<file path="src/rtl/gdc_pkg.sv">
// Shared types, codes and calendar helpers for the Gregorian date converter.
package gdc_pkg;

    localparam logic CMD_TO_SERIAL = 1'b0;
    localparam logic CMD_TO_DATE   = 1'b1;

    localparam int unsigned YEAR_W   = 14;
    localparam int unsigned MONTH_W  = 4;
    localparam int unsigned DAY_W    = 5;
    localparam int unsigned SERIAL_W = 22;
    localparam int unsigned WDAY_W   = 3;
    localparam int unsigned DTY_W    = 23;  // days through any 14-bit year
    localparam int unsigned CUM_W    = 9;

    typedef struct packed {
        logic                cmd;
        logic [YEAR_W-1:0]   in_year;
        logic [MONTH_W-1:0]  in_month;
        logic [DAY_W-1:0]    in_day;
        logic [SERIAL_W-1:0] in_serial;
    } req_t;

    typedef struct packed {
        logic [SERIAL_W-1:0] out_serial;
        logic [YEAR_W-1:0]   out_year;
        logic [MONTH_W-1:0]  out_month;
        logic [DAY_W-1:0]    out_day;
        logic [WDAY_W-1:0]   weekday;
    } rsp_t;

    typedef enum logic [1:0] {
        ST_IDLE,
        ST_WAIT,
        ST_CHECK,
        ST_FIN
    } state_t;

    // controller -> datapath
    typedef struct packed {
        logic load;
        logic step;
        logic sum;
        logic delta;
        logic write;
    } ctl_t;

    // datapath -> controller
    typedef struct packed {
        logic rev;
        logic more;
    } stat_t;

    // days in the months before month idx+1
    function automatic logic [CUM_W-1:0] cum_days(input logic lp, input logic [3:0] idx);
        logic [CUM_W-1:0] c;
        logic [CUM_W-1:0] adj;
        adj = (lp && idx >= 4'd2) ? 9'd1 : 9'd0;
        case (idx)
            4'd0:    c = 9'd0;
            4'd1:    c = 9'd31;
            4'd2:    c = 9'd59;
            4'd3:    c = 9'd90;
            4'd4:    c = 9'd120;
            4'd5:    c = 9'd151;
            4'd6:    c = 9'd181;
            4'd7:    c = 9'd212;
            4'd8:    c = 9'd243;
            4'd9:    c = 9'd273;
            4'd10:   c = 9'd304;
            4'd11:   c = 9'd334;
            4'd12:   c = 9'd365;
            default: c = 9'd0;
        endcase
        return (idx <= 4'd12) ? c + adj : 9'd0;
    endfunction

    // modulo 7 by folding octal digits (8 = 1 mod 7)
    function automatic logic [WDAY_W-1:0] mod7(input logic [SERIAL_W-1:0] v);
        logic [5:0] a;
        logic [3:0] b;
        logic [3:0] c;
        a = 6'(v[2:0]) + 6'(v[5:3]) + 6'(v[8:6]) + 6'(v[11:9])
          + 6'(v[14:12]) + 6'(v[17:15]) + 6'(v[20:18]) + 6'(v[21]);
        b = 4'(a[2:0]) + 4'(a[5:3]);
        c = 4'(b[2:0]) + 4'(b[3]);
        return (c == 4'd7) ? 3'd0 : c[2:0];
    endfunction

endpackage

</file>
<file path="src/rtl/gdc_datapath.sv">
// Datapath: operand registers, days-through-year unit, year search and month decode.
module gdc_datapath
    import gdc_pkg::*;
#(
    parameter int unsigned MAX_YEAR = 9999
)
(
    input  logic clk,
    input  logic rst_n,
    input  req_t req_data,
    input  ctl_t ctl,
    output stat_t stat,
    output rsp_t rsp_data
);

    localparam logic [15:0] MaxYear = 16'(MAX_YEAR);
    localparam logic [31:0] MaxDty  =
        32'(MAX_YEAR * 365 + MAX_YEAR / 4 - MAX_YEAR / 100 + MAX_YEAR / 400);

    logic                rev_reg, rev_next;
    logic                ok_reg, ok_next;
    logic [YEAR_W-1:0]   y_reg, y_next;
    logic [SERIAL_W-1:0] ser_reg, ser_next;
    logic [MONTH_W-1:0]  mon_reg, mon_next;
    logic [DAY_W-1:0]    day_reg, day_next;
    logic [DTY_W-1:0]    dty_reg, dty_next;
    logic [7:0]          qp_reg, qp_next;
    logic [CUM_W-1:0]    delta_reg, delta_next;
    rsp_t                rsp_reg, rsp_next;

    logic [YEAR_W-1:0]   yp;
    logic [11:0]         q4;
    logic [26:0]         prod100;
    logic [24:0]         prod400;
    logic [26:0]         prodp;
    logic [33:0]         prod_y0;
    logic [YEAR_W-1:0]   y0;
    logic                lp;
    logic                ok_fwd;
    logic                ok_rev;
    logic [MONTH_W-1:0]  month;
    logic [DAY_W-1:0]    dday;

    // days through year y_reg, and y_reg+1 / 100 for the leap test
    always_comb
    begin
        yp       = y_reg + 14'd1;
        q4       = y_reg[13:2];
        prod100  = 27'(y_reg) * 27'd5243;
        prod400  = 25'(q4) * 25'd5243;
        prodp    = 27'(yp) * 27'd5243;
        dty_next = 23'(y_reg) * 23'd365 + 23'(q4) - 23'(prod100[26:19]) + 23'(prod400[24:19]);
        qp_next  = prodp[26:19];
    end

    assign lp = (yp[1:0] == 2'b00) &&
                ((yp != 14'(qp_reg) * 14'd100) || (qp_reg[1:0] == 2'b00));

    // search start: at or above the answer for any serial
    assign prod_y0 = 34'(req_data.in_serial) * 34'd2874;
    assign y0      = prod_y0[33:20] + 14'd3;

    assign ok_fwd = (req_data.in_year != '0) && ({2'b00, req_data.in_year} <= MaxYear) &&
                    (req_data.in_month != '0) && (req_data.in_month <= 4'd12);
    assign ok_rev = (req_data.in_serial != '0) && ({10'd0, req_data.in_serial} <= MaxDty);

    always_comb
    begin
        logic [3:0] cnt;
        cnt = 4'd0;
        for (int k = 1; k < 12; k++)
        begin
            cnt = cnt + 4'(cum_days(lp, 4'(k)) < delta_reg);
        end
        month = 4'd1 + cnt;
        dday  = 5'(delta_reg - cum_days(lp, month - 4'd1));
    end

    always_comb
    begin
        rev_next   = rev_reg;
        ok_next    = ok_reg;
        y_next     = y_reg;
        ser_next   = ser_reg;
        mon_next   = mon_reg;
        day_next   = day_reg;
        delta_next = delta_reg;
        rsp_next   = rsp_reg;
        if (ctl.load)
        begin
            rev_next = req_data.cmd;
            mon_next = req_data.in_month;
            day_next = req_data.in_day;
            if (req_data.cmd == CMD_TO_DATE)
            begin
                ok_next  = ok_rev;
                y_next   = y0;
                ser_next = req_data.in_serial;
            end
            else
            begin
                ok_next  = ok_fwd;
                y_next   = req_data.in_year - 14'd1;
                ser_next = '0;
            end
        end
        if (ctl.step)
        begin
            y_next = y_reg - 14'd1;
        end
        if (ctl.sum)
        begin
            ser_next = ok_reg ? 22'(dty_reg + 23'(cum_days(lp, mon_reg - 4'd1)) + 23'(day_reg))
                              : '0;
        end
        if (ctl.delta)
        begin
            delta_next = 9'({1'b0, ser_reg} - dty_reg);
        end
        if (ctl.write)
        begin
            rsp_next.out_serial = ser_reg;
            rsp_next.weekday    = mod7(ser_reg);
            if (!ok_reg)
            begin
                rsp_next.out_year  = '0;
                rsp_next.out_month = '0;
                rsp_next.out_day   = '0;
            end
            else if (rev_reg == CMD_TO_DATE)
            begin
                rsp_next.out_year  = yp;
                rsp_next.out_month = month;
                rsp_next.out_day   = dday;
            end
            else
            begin
                rsp_next.out_year  = yp;
                rsp_next.out_month = mon_reg;
                rsp_next.out_day   = day_reg;
            end
        end
    end

    always_ff @(posedge clk or negedge rst_n)
    begin
        if (!rst_n)
        begin
            rev_reg <= CMD_TO_SERIAL;
            ok_reg  <= 1'b0;
        end
        else
        begin
            rev_reg <= rev_next;
            ok_reg  <= ok_next;
        end
    end

    always_ff @(posedge clk)
    begin
        y_reg     <= y_next;
        ser_reg   <= ser_next;
        mon_reg   <= mon_next;
        day_reg   <= day_next;
        dty_reg   <= dty_next;
        qp_reg    <= qp_next;
        delta_reg <= delta_next;
        rsp_reg   <= rsp_next;
    end

    assign stat.rev  = (rev_reg == CMD_TO_DATE);
    assign stat.more = ok_reg && ({1'b0, ser_reg} <= dty_reg) && (y_reg != '0);
    assign rsp_data  = rsp_reg;

endmodule

</file>
<file path="src/rtl/gdc_controller.sv">
// Controller: sequencing state machine and result valid flag.
module gdc_controller
    import gdc_pkg::*;
(
    input  logic  clk,
    input  logic  rst_n,
    input  logic  req_valid,
    output logic  req_ready,
    output logic  rsp_valid,
    input  logic  rsp_ready,
    input  stat_t stat,
    output ctl_t  ctl
);

    state_t state_reg, state_next;
    logic   rsp_valid_reg, rsp_valid_next;

    always_comb
    begin
        state_next = state_reg;
        case (state_reg)
            ST_IDLE:
            begin
                if (req_valid)
                begin
                    state_next = ST_WAIT;
                end
            end
            ST_WAIT:
            begin
                state_next = ST_CHECK;
            end
            ST_CHECK:
            begin
                state_next = (stat.rev && stat.more) ? ST_WAIT : ST_FIN;
            end
            ST_FIN:
            begin
                if (!rsp_valid_reg || rsp_ready)
                begin
                    state_next = ST_IDLE;
                end
            end
            default:
            begin
                state_next = ST_IDLE;
            end
        endcase
    end

    always_comb
    begin
        ctl       = '0;
        req_ready = 1'b0;
        case (state_reg)
            ST_IDLE:
            begin
                req_ready = 1'b1;
                ctl.load  = req_valid;
            end
            ST_CHECK:
            begin
                if (stat.rev)
                begin
                    ctl.step  = stat.more;
                    ctl.delta = !stat.more;
                end
                else
                begin
                    ctl.sum = 1'b1;
                end
            end
            ST_FIN:
            begin
                ctl.write = !rsp_valid_reg || rsp_ready;
            end
            default:
            begin
                ctl = '0;
            end
        endcase
    end

    always_comb
    begin
        if (ctl.write)
        begin
            rsp_valid_next = 1'b1;
        end
        else if (rsp_ready)
        begin
            rsp_valid_next = 1'b0;
        end
        else
        begin
            rsp_valid_next = rsp_valid_reg;
        end
    end

    always_ff @(posedge clk or negedge rst_n)
    begin
        if (!rst_n)
        begin
            state_reg     <= ST_IDLE;
            rsp_valid_reg <= 1'b0;
        end
        else
        begin
            state_reg     <= state_next;
            rsp_valid_reg <= rsp_valid_next;
        end
    end

    assign rsp_valid = rsp_valid_reg;

endmodule

</file>
<file path="src/rtl/gregorian_date_day_number_converter.sv">
// Sequence: a request is taken in idle and passes the wait and check states to the final
// state. Serial to date repeats wait and check once per year search step (at most 14 at
// the default year limit). A new input is taken only in idle, so a waiting result that
// has not been taken holds the final state and blocks the next input.
// Reset: rst_n asynchronous, active low; controller idle, no result pending.
module gregorian_date_day_number_converter
    import gdc_pkg::*;
#(
    parameter int unsigned MAX_YEAR = 9999
)
(
    input  logic clk,
    input  logic rst_n,
    input  logic req_valid,
    output logic req_ready,
    input  req_t req_data,
    output logic rsp_valid,
    input  logic rsp_ready,
    output rsp_t rsp_data
);

    // Command/status between sequencer and datapath.
    ctl_t  ctl;
    stat_t stat;

    // Sequencer: idle -> wait (days-through-year registers settle) -> check.
    // In reverse mode check steps the candidate year down until its span
    // holds the serial, then latches the offset into the year; forward mode
    // forms the serial there. The final state writes the output register
    // once the previous result has been taken.
    gdc_controller u_ctrl (
        .clk       (clk),
        .rst_n     (rst_n),
        .req_valid (req_valid),
        .req_ready (req_ready),
        .rsp_valid (rsp_valid),
        .rsp_ready (rsp_ready),
        .stat      (stat),
        .ctl       (ctl)
    );

    // Datapath: one registered days-through-year unit shared by both modes,
    // reciprocal multiplies for the /100 and /400 terms, parallel month
    // compares against the cumulative table and an octal-fold weekday.
    gdc_datapath #(
        .MAX_YEAR (MAX_YEAR)
    ) u_dp (
        .clk      (clk),
        .rst_n    (rst_n),
        .req_data (req_data),
        .ctl      (ctl),
        .stat     (stat),
        .rsp_data (rsp_data)
    );

endmodule
</file>
<file path="config.mk">
export PLATFORM = sky130hd
export DESIGN_NAME = gregorian_date_day_number_converter
export DESIGN_NICKNAME = d
export VERILOG_FILES = /design/src/rtl/gdc_pkg.sv /design/src/rtl/gdc_datapath.sv /design/src/rtl/gdc_controller.sv /design/src/rtl/gregorian_date_day_number_converter.sv
export SDC_FILE = /design/constraint.sdc
export NUM_CORES = 1
export LEC_CHECK = 0
export ABC_AREA = 1
export ABC_CLOCK_PERIOD_IN_PS = 9400
export BUFFER_PORTS_ARGS = -buffer_cell sky130_fd_sc_hd__buf_2
export CAP_MARGIN = 20
export CORE_MARGIN = 8
export CORE_UTILIZATION = 29
export DETAILED_ROUTE_END_ITERATION = 12
export GPL_TIMING_DRIVEN = 0
export HOLD_SLACK_MARGIN = 0.12
export PLACE_DENSITY = 0.5
export SYNTH_ARGS = -nofsm -noshare
export SYNTH_HDL_FRONTEND = slang
export SYNTH_SLANG_ARGS = --single-unit
</file>
<file path="constraint.sdc">
create_clock -name clk -period 9.4 [get_ports clk]
set_input_delay 0.47 -clock clk [delete_from_list [all_inputs] [get_ports clk]]
set_output_delay 0.47 -clock clk [all_outputs]
set_load 0.05 [all_outputs]
</file>
==> metrics.yaml <==
logic_synthesis:
  avgSynthCellArea_um2: 8.650
  syn-num-nets: 4292
  synth_top_area_share: 0.2603
  syn-instance-count: 3299
  async_flop_share: 0.03623
  synth-seq-area-share: 0.1335
  yosys_warnings: 0
  synth-compound-area-share: 0.07016
  synthSimpleGateAreaFrac: 0.1355
  synth_top_cells_by_count: "827 x inv_1, 572 x ha_1, 484 x nand2_1, 371 x fa_1, 172 x nor2_1"
  synthFlopType: "edfxtp_1"
  synthAdderAreaFrac: 0.5111
  syn_area_um2: 28530
  synthMuxAreaShare: 0
  synth_area_leader_cell: "fa_1"
  synth_top_family_by_area: "adder cells"
  synthXorXnorAreaFrac: 0.03718
  synth_area_leaders: "fa_1 26%, ha_1 25%, inv_1 11%"
  yosysMostFrequentCell: "inv_1"
  synthDistinctLibCells: 66
  synth_edf_count: 102
  ys_seq_elements: 138
global_routing:
  grt_max_degree: 29
  first_global_vias: 22040
  gr-total-overflow: 0
  grt_pass1_wl_um: 125000
  grt_usage: 0.1472
  antenna_found_initial: 4
route:
  drtIter0Drc: 1127
  final_antenna_net_count: 0
  drt_pass1_iterations: 5
  via_count: 21440
  drcViolationCount: 0
  viasPerCell: 4.485
  routed_wl_um: 77880
  routedWlPerCell_um: 16.30
worst_setup_path:
  path_common_cell: "fa_1"
  cp_max_fo: 4
  path_class: "register to register"
  cp.required_ps: 9770
  max_stage_delay_ps: 600
  startpoint_type: "register"
  worstSetupEndpointType: "register"
  rr_worst_depth: 32
  critPathTopFamily: "adder cells"
  crit_path_start: "u_dp.y_reg[12]$_DFFE_PP_"
  crit_slowest_cell: "fa_2"
  critPathArrivalTime_ps: 9380
  critPathBufInv: 6
  timing.rr.start: "u_dp.y_reg[12]$_DFFE_PP_"
  crit_cells: 32
cts:
  htreeDepth: 4
  cts_tree: "built"
  insertion_delay_ps: 490
  clkTransAtPathRegs_ps: 70
  cts_root_buf: "clkbuf_16"
  clockBufferDepth: 2
  cts.sinks: 138
  cts_buffers: 17
cells_and_area:
  layout.nets: 4468
  n_fill_cell: 10280
  areaGrowthSynthToFinish_pct: 12.16
  regArea_um2: 3814
  final_cells: 4779
  multi_input_area_um2: 21780
  largest_register_ff_count: 48
  drive_gt1_frac: 0.08286
die:
  core_um2: 97990
  chipHeight_um: 329.7
  start_util: 0.2912
  chipWidth_um: 329.7
  num_rows: 115
  dieArea_um2: 108700
  design.portCount: 100
placement:
  dp_hpwl_um: 66840
  io_buffer_count: 99
  gp_congestion: 0.8595
  post-place-cells: 4687
sta:
  final.period_utilization: 0.9589
  period_needed_ps: 9014
  max_freq_ghz: 0.1109
  worstMarginPinSlew_ps: 1036
  clock_skew_ps: 12.78
  max_slew_margin: 0.3076
  final_hold_viol_count: 0
  drv_slew: 0
  finalSetupViolCount: 0
min_path:
  hold_start: "rsp_ready"
  hold_path_depth: 2
  hold_path.class: "primary input to register"
outcome:
  status: "finished clean"
run:
  cap_viol_max_count: 0
-- cell type report --
cell class / count / area share
Sequential cell: 138 / 0.1192
Tap cell: 1287 / 0.05031
Timing Repair Buffer: 157 / 0.02956
Clock buffer: 17 / 0.01329
Multi-Input combinational cell: 2310 / 0.6805
Inverter: 838 / 0.09934
Clock inverter: 15 / 0.005551
Antenna cell: 4 / 0.0003128
Buffer: 13 / 0.001955
-- cells by family after synthesis --
logic type | after synthesis
fa+ha+maj | 943
compound gates | 354
xor+xnor | 116
simple gates | 897
flops | 138
buf+inv | 851
-- cells in the final DEF (no fill, tap or decap), types with 62 or more instances in the layout --
| master | count |
|---|---|
| inv_1 | 819 |
| ha_1 | 563 |
| nand2_1 | 483 |
| fa_1 | 367 |
| nor2_1 | 171 |
| a21oi_1 | 147 |
| nand3_1 | 110 |
| o21ai_0 | 107 |
| edfxtp_1 | 102 |
| buf_2 | 101 |
| xor2_1 | 62 |
-- timing repair --
action / CTS / global route
gates resized for setup: 21 / 38
hold buffers: 1 / 0
pin swaps: 4 / 16
buffers inserted: 39 / 16
hold endpoints to repair: 5 / 0
endpoints found under the setup margin: 19 / 12
gates cloned: 0 / 0
-- metrics by stage --
step	area (µm²)	TNS, ps	hold WS, ps	worst slack [ps]	utilization
final	32000	0	185.0	386.2	0.3266
after floorplan	28530	0	174.4	702.8	-
after detailed placement	30690	-9853	309.2	-1305	0.3132
after global routing	31990	-40.07	155.1	-24.69	0.3265
after global placement	30640	-12250	312.5	-1702	0.3127
after CTS	31730	0	146.4	11.34	0.3238
-- final timing paths --
check                                             endpoint  slack [ps]
min                           u_ctrl.rsp_valid$_DFFE_PN0P_         190
max reg2reg                       u_dp.dty_reg[20]$_DFF_P_         390
min in group asynchronous  u_ctrl.state_reg[1]$_DFFE_PN0P_         360
max                               u_dp.dty_reg[20]$_DFF_P_         390
max in group asynchronous          u_dp.ok_reg$_DFFE_PN0P_        8880
min reg2reg                    u_dp.rsp_data[31]$_DFFE_PP_         500
-- layer usage --
| layer | share of wire | GRT usage | vias to the layer above |
|---|---|---|---|
| li1 | - | - | 10780 |
| met1 | 0.48 | 0.2046 | 10220 |
| met2 | 0.45 | 0.2367 | 354 |
| met3 | 0.048 | 0.02573 | 80 |
| met4 | 0.019 | 0.03617 | 2 |
| met5 | 0.00026 | 0 | - |
Power is not shown: default switching activity piles up to over one toggle a cycle in this logic, so the estimate is an artifact.
